### config.mk
export PLATFORM = sky130hd
export DESIGN_NAME = vdi_front
export DESIGN_NICKNAME = d
export VERILOG_FILES = /design/src/hdl/vdi_pkg.sv /design/src/hdl/vdi_front.sv
export SDC_FILE = /design/constraint.sdc
export NUM_CORES = 1
export LEC_CHECK = 0
export BUFFER_PORTS_ARGS = -buffer_cell sky130_fd_sc_hd__buf_2
export CAP_MARGIN = 25
export CORE_MARGIN = 2
export CORE_UTILIZATION = 48
export CTS_BUF_LIST = sky130_fd_sc_hd__clkbuf_8
export DETAILED_ROUTE_END_ITERATION = 10
export PLACE_DENSITY = 0.73
export SYNTH_ARGS = -nofsm -noshare
export SYNTH_HDL_FRONTEND = slang
export SYNTH_SLANG_ARGS = --single-unit
### constraint.sdc
create_clock -name clk -period 18.9 [get_ports clk]
set_input_delay 5.67 -clock clk [delete_from_list [all_inputs] [get_ports clk]]
set_output_delay 5.67 -clock clk [all_outputs]
set_load 0.1 [all_outputs]
### src/hdl/vdi_pkg.sv
// Shared types and constants for the vertex de-duplication index block.
package vdi_pkg;

    localparam int COORD_W = 64;
    localparam int INDEX_W = 10;

    typedef struct packed {
        logic [COORD_W-1:0] z;
        logic [COORD_W-1:0] y;
        logic [COORD_W-1:0] x;
        logic               first;
    } vdi_item_t;

    typedef struct packed {
        logic valid;
        logic pop;
    } vdi_q_ctl_t;

endpackage

### src/hdl/vdi_front.sv
// Input side: mask incoming coordinates and hold them in a two-entry queue.
module vdi_front (
    input  logic                              clk,
    input  logic                              rst_n,
    input  logic                              coord_width_mode,
    input  logic                              in_valid,
    output logic                              in_ready,
    input  logic [3*vdi_pkg::COORD_W-1:0]     in_data,
    input  logic                              in_first,
    output vdi_pkg::vdi_item_t                q_item,
    output logic                              q_valid,
    input  logic                              q_pop
);
    import vdi_pkg::*;

    vdi_item_t        slot_reg [2];
    logic             wr_ptr_reg, wr_ptr_next;
    logic             rd_ptr_reg, rd_ptr_next;
    logic [1:0]       cnt_reg, cnt_next;
    logic [COORD_W-1:0] mask;
    vdi_item_t        in_item;
    logic             push;
    logic             pop;

    assign mask = coord_width_mode ? {COORD_W{1'b1}} : {{(COORD_W/2){1'b0}}, {(COORD_W/2){1'b1}}};
    assign in_item.x = in_data[COORD_W-1:0] & mask;
    assign in_item.y = in_data[2*COORD_W-1:COORD_W] & mask;
    assign in_item.z = in_data[3*COORD_W-1:2*COORD_W] & mask;
    assign in_item.first = in_first;

    assign in_ready = (cnt_reg != 2'd2);
    assign q_valid  = (cnt_reg != 2'd0);
    assign q_item   = slot_reg[rd_ptr_reg];
    assign push     = in_valid && in_ready;
    assign pop      = q_pop && q_valid;

    always_comb
    begin
        wr_ptr_next = push ? ~wr_ptr_reg : wr_ptr_reg;
        rd_ptr_next = pop ? ~rd_ptr_reg : rd_ptr_reg;
        cnt_next    = cnt_reg + {1'b0, push} - {1'b0, pop};
    end

    always_ff @(posedge clk or negedge rst_n)
    begin
        if (!rst_n)
        begin
            wr_ptr_reg <= 1'b0;
            rd_ptr_reg <= 1'b0;
            cnt_reg    <= 2'd0;
        end
        else
        begin
            wr_ptr_reg <= wr_ptr_next;
            rd_ptr_reg <= rd_ptr_next;
            cnt_reg    <= cnt_next;
        end
    end

    always_ff @(posedge clk)
    begin
        if (push)
        begin
            slot_reg[wr_ptr_reg] <= in_item;
        end
    end

endmodule

==> results.sh, run 1 <==
export IMPL_critPathLaunchType="flip-flop"
export IMPL_htree_num_levels=2
export IMPL_final_hold_violation_count=0
export IMPL_crit_slowest_cell="dfrtp_4"
export IMPL_die_h_um=183
export IMPL_crit_arrival_ns=3.84
export IMPL_place_congestion=0.774
export IMPL_mappedNetlistArea_um2=15400
export IMPL_num_rows=65
export IMPL_status="completed"
export IMPL_stdcell_count=1606
export IMPL_viasPerCell=4.87
export IMPL_cts_clk_slew_worst_paths_ns=0.06
export IMPL_crit_path_frequent_cell="buf_4"
export IMPL_timing_critical_path_max_delay_family="buffers and inverters"
export IMPL_timing_max_slew_rel_slack_pct=44.6
export IMPL_cts_inserted_buffers=60
export IMPL_signed_area_change_from_the_synthesized_netlist_to_the_final_layout_pct=22.2
export IMPL_timing_hold_worst_class="reg -> reg"
export IMPL_dp_final_hpwl_um=21100
export IMPL_rsz0062_at_grt="false"
export IMPL_timing_max_cap_violations=0
export IMPL_antenna_found_initial=9
export IMPL_timing_fmax_mhz=105
export IMPL_wl_um=30800
export IMPL_root_buffer="clkbuf_8"
export IMPL_floorplan_die_area_um2=33600
export IMPL_synth_warnings=0
export IMPL_critPathCaptureType="output port"
export IMPL_drt_pass1_iter_count=5
export IMPL_maxSlewViolCount=0
export IMPL_yosysSeqAreaShare_pct=75.7
export IMPL_vias_in_the_first_global_route=8226
export IMPL_fin_worst_skew_ns=0.0200
export IMPL_total_congestion_overflow_after_global_routing=0
export IMPL_number_of_clock_sinks_seen_by_cts=390
export IMPL_layout_drive_gt1_share_pct=55.9
export IMPL_fp_coreArea_um2=31600
export IMPL_period_minus_slack_ns=9.51
export IMPL_drc=0
export IMPL_wl_per_cell_um=19.2
export IMPL_initial_utilization_pct=48.8
export IMPL_fin_nets=1358
export IMPL_detail_route_antenna_nets=0
export IMPL_port_buffer_count=392
export IMPL_die_width_um=183
export IMPL_top_level_ports=393
export IMPL_via_count=7825
export IMPL_worstPathMaxFanout=52
export IMPL_synth_seq_cells=390
export IMPL_first_pass_grt_wire_length_um=45700
export IMPL_post_cts_resized=0
export IMPL_syn_avg_cell_area_um2=21.3
export IMPL_grt_start_max_net_pins=68
export IMPL_layout_setup_ws_ns=9.39
export IMPL_synth_fp_nets=924
export IMPL_cts_root_to_sink_buffers=3
export IMPL_final_worst_path_period_share_pct=50.3
export IMPL_fin_tns_setup_ns=0
export IMPL_tightestPinTransition_ns=0.832
export IMPL_dr_first_iter_drc_count=432
export IMPL_nFillCells=2377
export IMPL_critical_path_required_ns=13.23
export IMPL_critical_path_max_stage_delay_ns=0.87
export IMPL_tritoncts="yes"
export IMPL_syn_instance_count=724
export IMPL_timing_worst_setup_path_type="reg -> out"
export IMPL_timing_final_setup_violations=0
export IMPL_synth_distinct_cells=18
export IMPL_insertion_delay_ns=0.57
export IMPL_worstPathCellList="buf_4, buf_16, buf_4, mux2_2, buf_2"
export IMPL_timing_critical_path_buf_inv=4
export IMPL_post_place_cells=1498
export IMPL_holdBufCountCts=0
export IMPL_postCtsSetupBuffers=0
export IMPL_r2r_slack_ns=15.60
export IMPL_global_route_usage_total_pct=17.9
export IMPL_largest_register_ffs=386
export IMPL_detailedPlace_worstSlack_ns=9.92
-- cells by family (layout without fill, tap and decap cells) --
family	count (synthesis)	count (layout)	synth area share [%]
flops	390	390	75.7
mux	193	193	18.0
simple gates	102	102	4.10
buf+inv	33	509	1.81
xor+xnor	4	4	0.227
fa+ha+maj	2	2	0.162
other cells	0	4	0
-- metal layers --
metal  wire length, um  global-route usage [%]  vias to the layer above
met5                59                       0                        -
met4               570                    5.95                       10
met3              2720                    6.02                       53
met2             15500                    30.7                      368
met1             11900                    21.2                     3737
li1                  -                       -                     3657
-- stage by stage --
| stage | area, um2 | hold WS [ns] | utilization [%] |
|---|---|---|---|
| 3_3_place_gp | 17700 | 0.497 | 56.0 |
| 5_1_grt | 18900 | 0.562 | 59.6 |
| 4_1_cts | 18900 | 0.552 | 59.6 |
| 6_report | 18900 | 0.550 | 59.6 |
| 2_1_floorplan | 15400 | 0.461 | - |
| 3_5_place_dp | 17800 | 0.539 | 56.2 |
-- Yosys cell counts --
cell type / instances / area, um2
nand2b_1: 1 / 6.26
and2_1: 97 / 607
xnor2_1: 3 / 26.3
nor2_1: 1 / 3.75
buf_2: 7 / 35.0
mux2_4: 160 / 2400
mux2_2: 33 / 372
nand2_1: 1 / 3.75
dfrtp_1: 4 / 100
edfxtp_1: 386 / 11600
inv_1: 1 / 3.75
ha_1: 2 / 25.0
clkbuf_1: 6 / 22.5
and3_1: 1 / 6.26
xor2_1: 1 / 8.76
or2_2: 1 / 6.26
buf_6: 18 / 203
buf_8: 1 / 15.0
-- path summary, 6_finish.rpt --
kind / endpoint / depth (start not counted) / from
setup reg to reg: slot_reg[0][132]$_DFFE_PP_ / 6 / cnt_reg[1]$_DFF_PN0_
hold / removal: cnt_reg[0]$_DFF_PN0_ / 1 / cnt_reg[0]$_DFF_PN0_
hold reg to reg: cnt_reg[0]$_DFF_PN0_ / 1 / cnt_reg[0]$_DFF_PN0_
max in group asynchronous: rd_ptr_reg$_DFFE_PN0P_ / 1 / rst_n
min in group asynchronous: wr_ptr_reg$_DFFE_PN0N_ / 1 / rst_n
setup / recovery: q_item[0] / 5 / rd_ptr_reg$_DFFE_PN0P_
-- area by class of cell --
class	instances	area [um2]	share of cell area, %
clock buffer	61	840	4.45
multi-input combinational	301	3480	18.4
timing repair buffer	404	2110	11.2
sequential	390	11700	62.0
antenna	4	10.0	0.0531
tap	402	503	2.67
clock inverter	43	223	1.18
inverter	1	3.75	0.0199
-- layout by cell type, fill, tap and decap left out, types with 2 or more instances in the layout --
cell type,count
diode_2,4
and2_1,97
clkbuf_8,61
buf_2,392
mux2_2,33
edfxtp_1,386
ha_1,2
mux2_4,160
clkinv_1,15
clkinv_2,7
dfrtp_1,3
inv_1,20
buf_16,3
buf_4,9
bufinv_16,2
xnor2_1,3
Power of run 1 is left out: the tool's default activity adds up to more than one toggle a clock period on the data nets, which glitch-free logic cannot reach.
==> run 2, diff against run 1 <==
PLACE_DENSITY = 0.76   (was 0.73)
clock period = 8.6 ns   (was 18.9 ns; I/O delays follow)
==> run 2 against run 1 <==
First-iteration DRC count fell by 18%. Clock skew rose by 0.0018 ns. Via count rose by 0.58%.
==> results.sh, run 2 (synthesis gave the netlist of run 1 again) <==
export IMPL_holdCritStartpoint="cnt_reg[0]$_DFF_PN0_"
export IMPL_status="completed"
export IMPL_floorplan_die_area_um2=33600
export IMPL_root_buffer="clkbuf_8"
export IMPL_antenna_found_initial=7
export IMPL_rsz0062_at_grt="false"
export IMPL_critPathCaptureType="output port"
export IMPL_worstPathMaxFanout=39
export IMPL_htree_num_levels=2
export IMPL_initial_utilization_pct=48.8
export IMPL_place_congestion=0.767
export IMPL_fp_coreArea_um2=31600
export IMPL_first_pass_grt_wire_length_um=44300
export IMPL_num_rows=65
export IMPL_post_cts_resized=0
export IMPL_largest_register_ffs=386
export IMPL_final_hold_violation_count=0
export IMPL_wl_per_cell_um=18.7
export IMPL_global_route_usage_total_pct=17.2
export IMPL_reg2reg_from="cnt_reg[1]$_DFF_PN0_"
export IMPL_vias_in_the_first_global_route=8018
export IMPL_cts_inserted_buffers=59
export IMPL_final_worst_path_period_share_pct=62.5
export IMPL_tritoncts="yes"
export IMPL_dr_first_iter_drc_count=355
export IMPL_critPathLaunchType="flip-flop"
export IMPL_drc=0
export IMPL_maxSlewViolCount=0
export IMPL_fin_worst_skew_ns=0.0218
export IMPL_number_of_clock_sinks_seen_by_cts=390
export IMPL_postLayoutCellArea_um2=18900
export IMPL_worstSetupStartpoint="rd_ptr_reg$_DFFE_PN0P_"
export IMPL_timing_worst_setup_path_type="reg -> out"
export IMPL_insertion_delay_ns=0.57
export IMPL_placed_area_um2=17800
export IMPL_total_congestion_overflow_after_global_routing=0
export IMPL_tightestPinTransition_ns=0.932
export IMPL_crit_arrival_ns=2.80
export IMPL_fin_nets=1356
export IMPL_final_util_pct=59.8
export IMPL_signed_area_change_from_the_synthesized_netlist_to_the_final_layout_pct=22.5
export IMPL_viasPerCell=4.90
export IMPL_holdBufCountCts=0
export IMPL_port_buffer_count=392
export IMPL_timing_final_setup_violations=0
export IMPL_timing_max_cap_violations=0
export IMPL_layout_drive_gt1_share_pct=56.0
export IMPL_dp_final_hpwl_um=20000
export IMPL_fin_tns_setup_ns=0
export IMPL_grt_start_max_net_pins=97
export IMPL_most_common_layout_cells="392 x buf_2, 386 x edfxtp_1, 160 x mux2_4"
export IMPL_period_minus_slack_ns=5.38
export IMPL_top_level_ports=393
export IMPL_cts_root_to_sink_buffers=3
export IMPL_drt_pass1_iter_count=4
export IMPL_postCtsSetupBuffers=0
export IMPL_timing_hold_worst_class="reg -> reg"
export IMPL_timing_fmax_mhz=186
export IMPL_detail_route_antenna_nets=0
export IMPL_wl_um=30000
export IMPL_timing_max_slew_rel_slack_pct=37.9
export IMPL_leading_cell_type_in_the_layout_fill_and_taps_excluded="buf_2"
export IMPL_cts_clk_slew_worst_paths_ns=0.06
export IMPL_critical_path_required_ns=6.02
export IMPL_die_width_um=183
export IMPL_via_count=7870
export IMPL_whs_ns=0.514
export IMPL_die_h_um=183
-- run 2: cell types whose count changed in the layout (fill, tap and decap cells not counted) --
cell       previous run  this run
diode_2               4         2
buf_12                0         1
clkbuf_8             61        64
bufinv_16             2         3
buf_4                 9         8
clkinv_1             15        16
buf_16                3         2
inv_1                20        19
-- run 2: worst max-delay path: stages, from the launching register on --
cell and delay, ns:
dfrtp_4 0.80, buf_4 0.66, mux2_4 0.27, buf_2 0.42
-- run 2: cell type report --
type | instances | area (um2)
antenna | 2 | 5.00
clock buffer | 64 | 881
clock inverter | 44 | 253
fill | 2350 | 12700
inverter | 1 | 3.75
multi-input combinational | 301 | 3480
sequential | 390 | 11700
tap | 402 | 503
timing repair buffer | 403 | 2100
-- run 2: stage by stage --
stage	instances	setup WS (ns)
after floorplan	724	0.396
final	1607	3.22
after detailed placement	1496	3.71
after CTS	1604	3.14
after global routing	1605	3.05
after global placement	1495	3.60
-- run 2: path summary, 6_finish.rpt --
| kind | to | slack (ns) | cells past startpoint |
|---|---|---|---|
| setup reg to reg | slot_reg[1][179]$_DFFE_PP_ | 6.06 | 3 |
| max in group asynchronous | rd_ptr_reg$_DFFE_PN0P_ | 6.63 | 1 |
| setup / recovery | q_item[158] | 3.22 | 3 |
| min in group asynchronous | cnt_reg[1]$_DFF_PN0_ | 1.82 | 1 |
| hold reg to reg | cnt_reg[0]$_DFF_PN0_ | 0.51 | 1 |
| hold / removal | cnt_reg[0]$_DFF_PN0_ | 0.51 | 1 |
-- run 2: metal layers --
layer	share of wire (%)	GRT usage [%]	wire length [um]	vias to the layer above
met1	40	20.9	12000	3793
met3	9.3	6.55	2800	64
li1	-	-	-	3663
met5	0.20	0	59	-
met4	2.6	5.86	770	8
met2	48	28.4	14400	342
Power of run 2 is left out for the same reason.
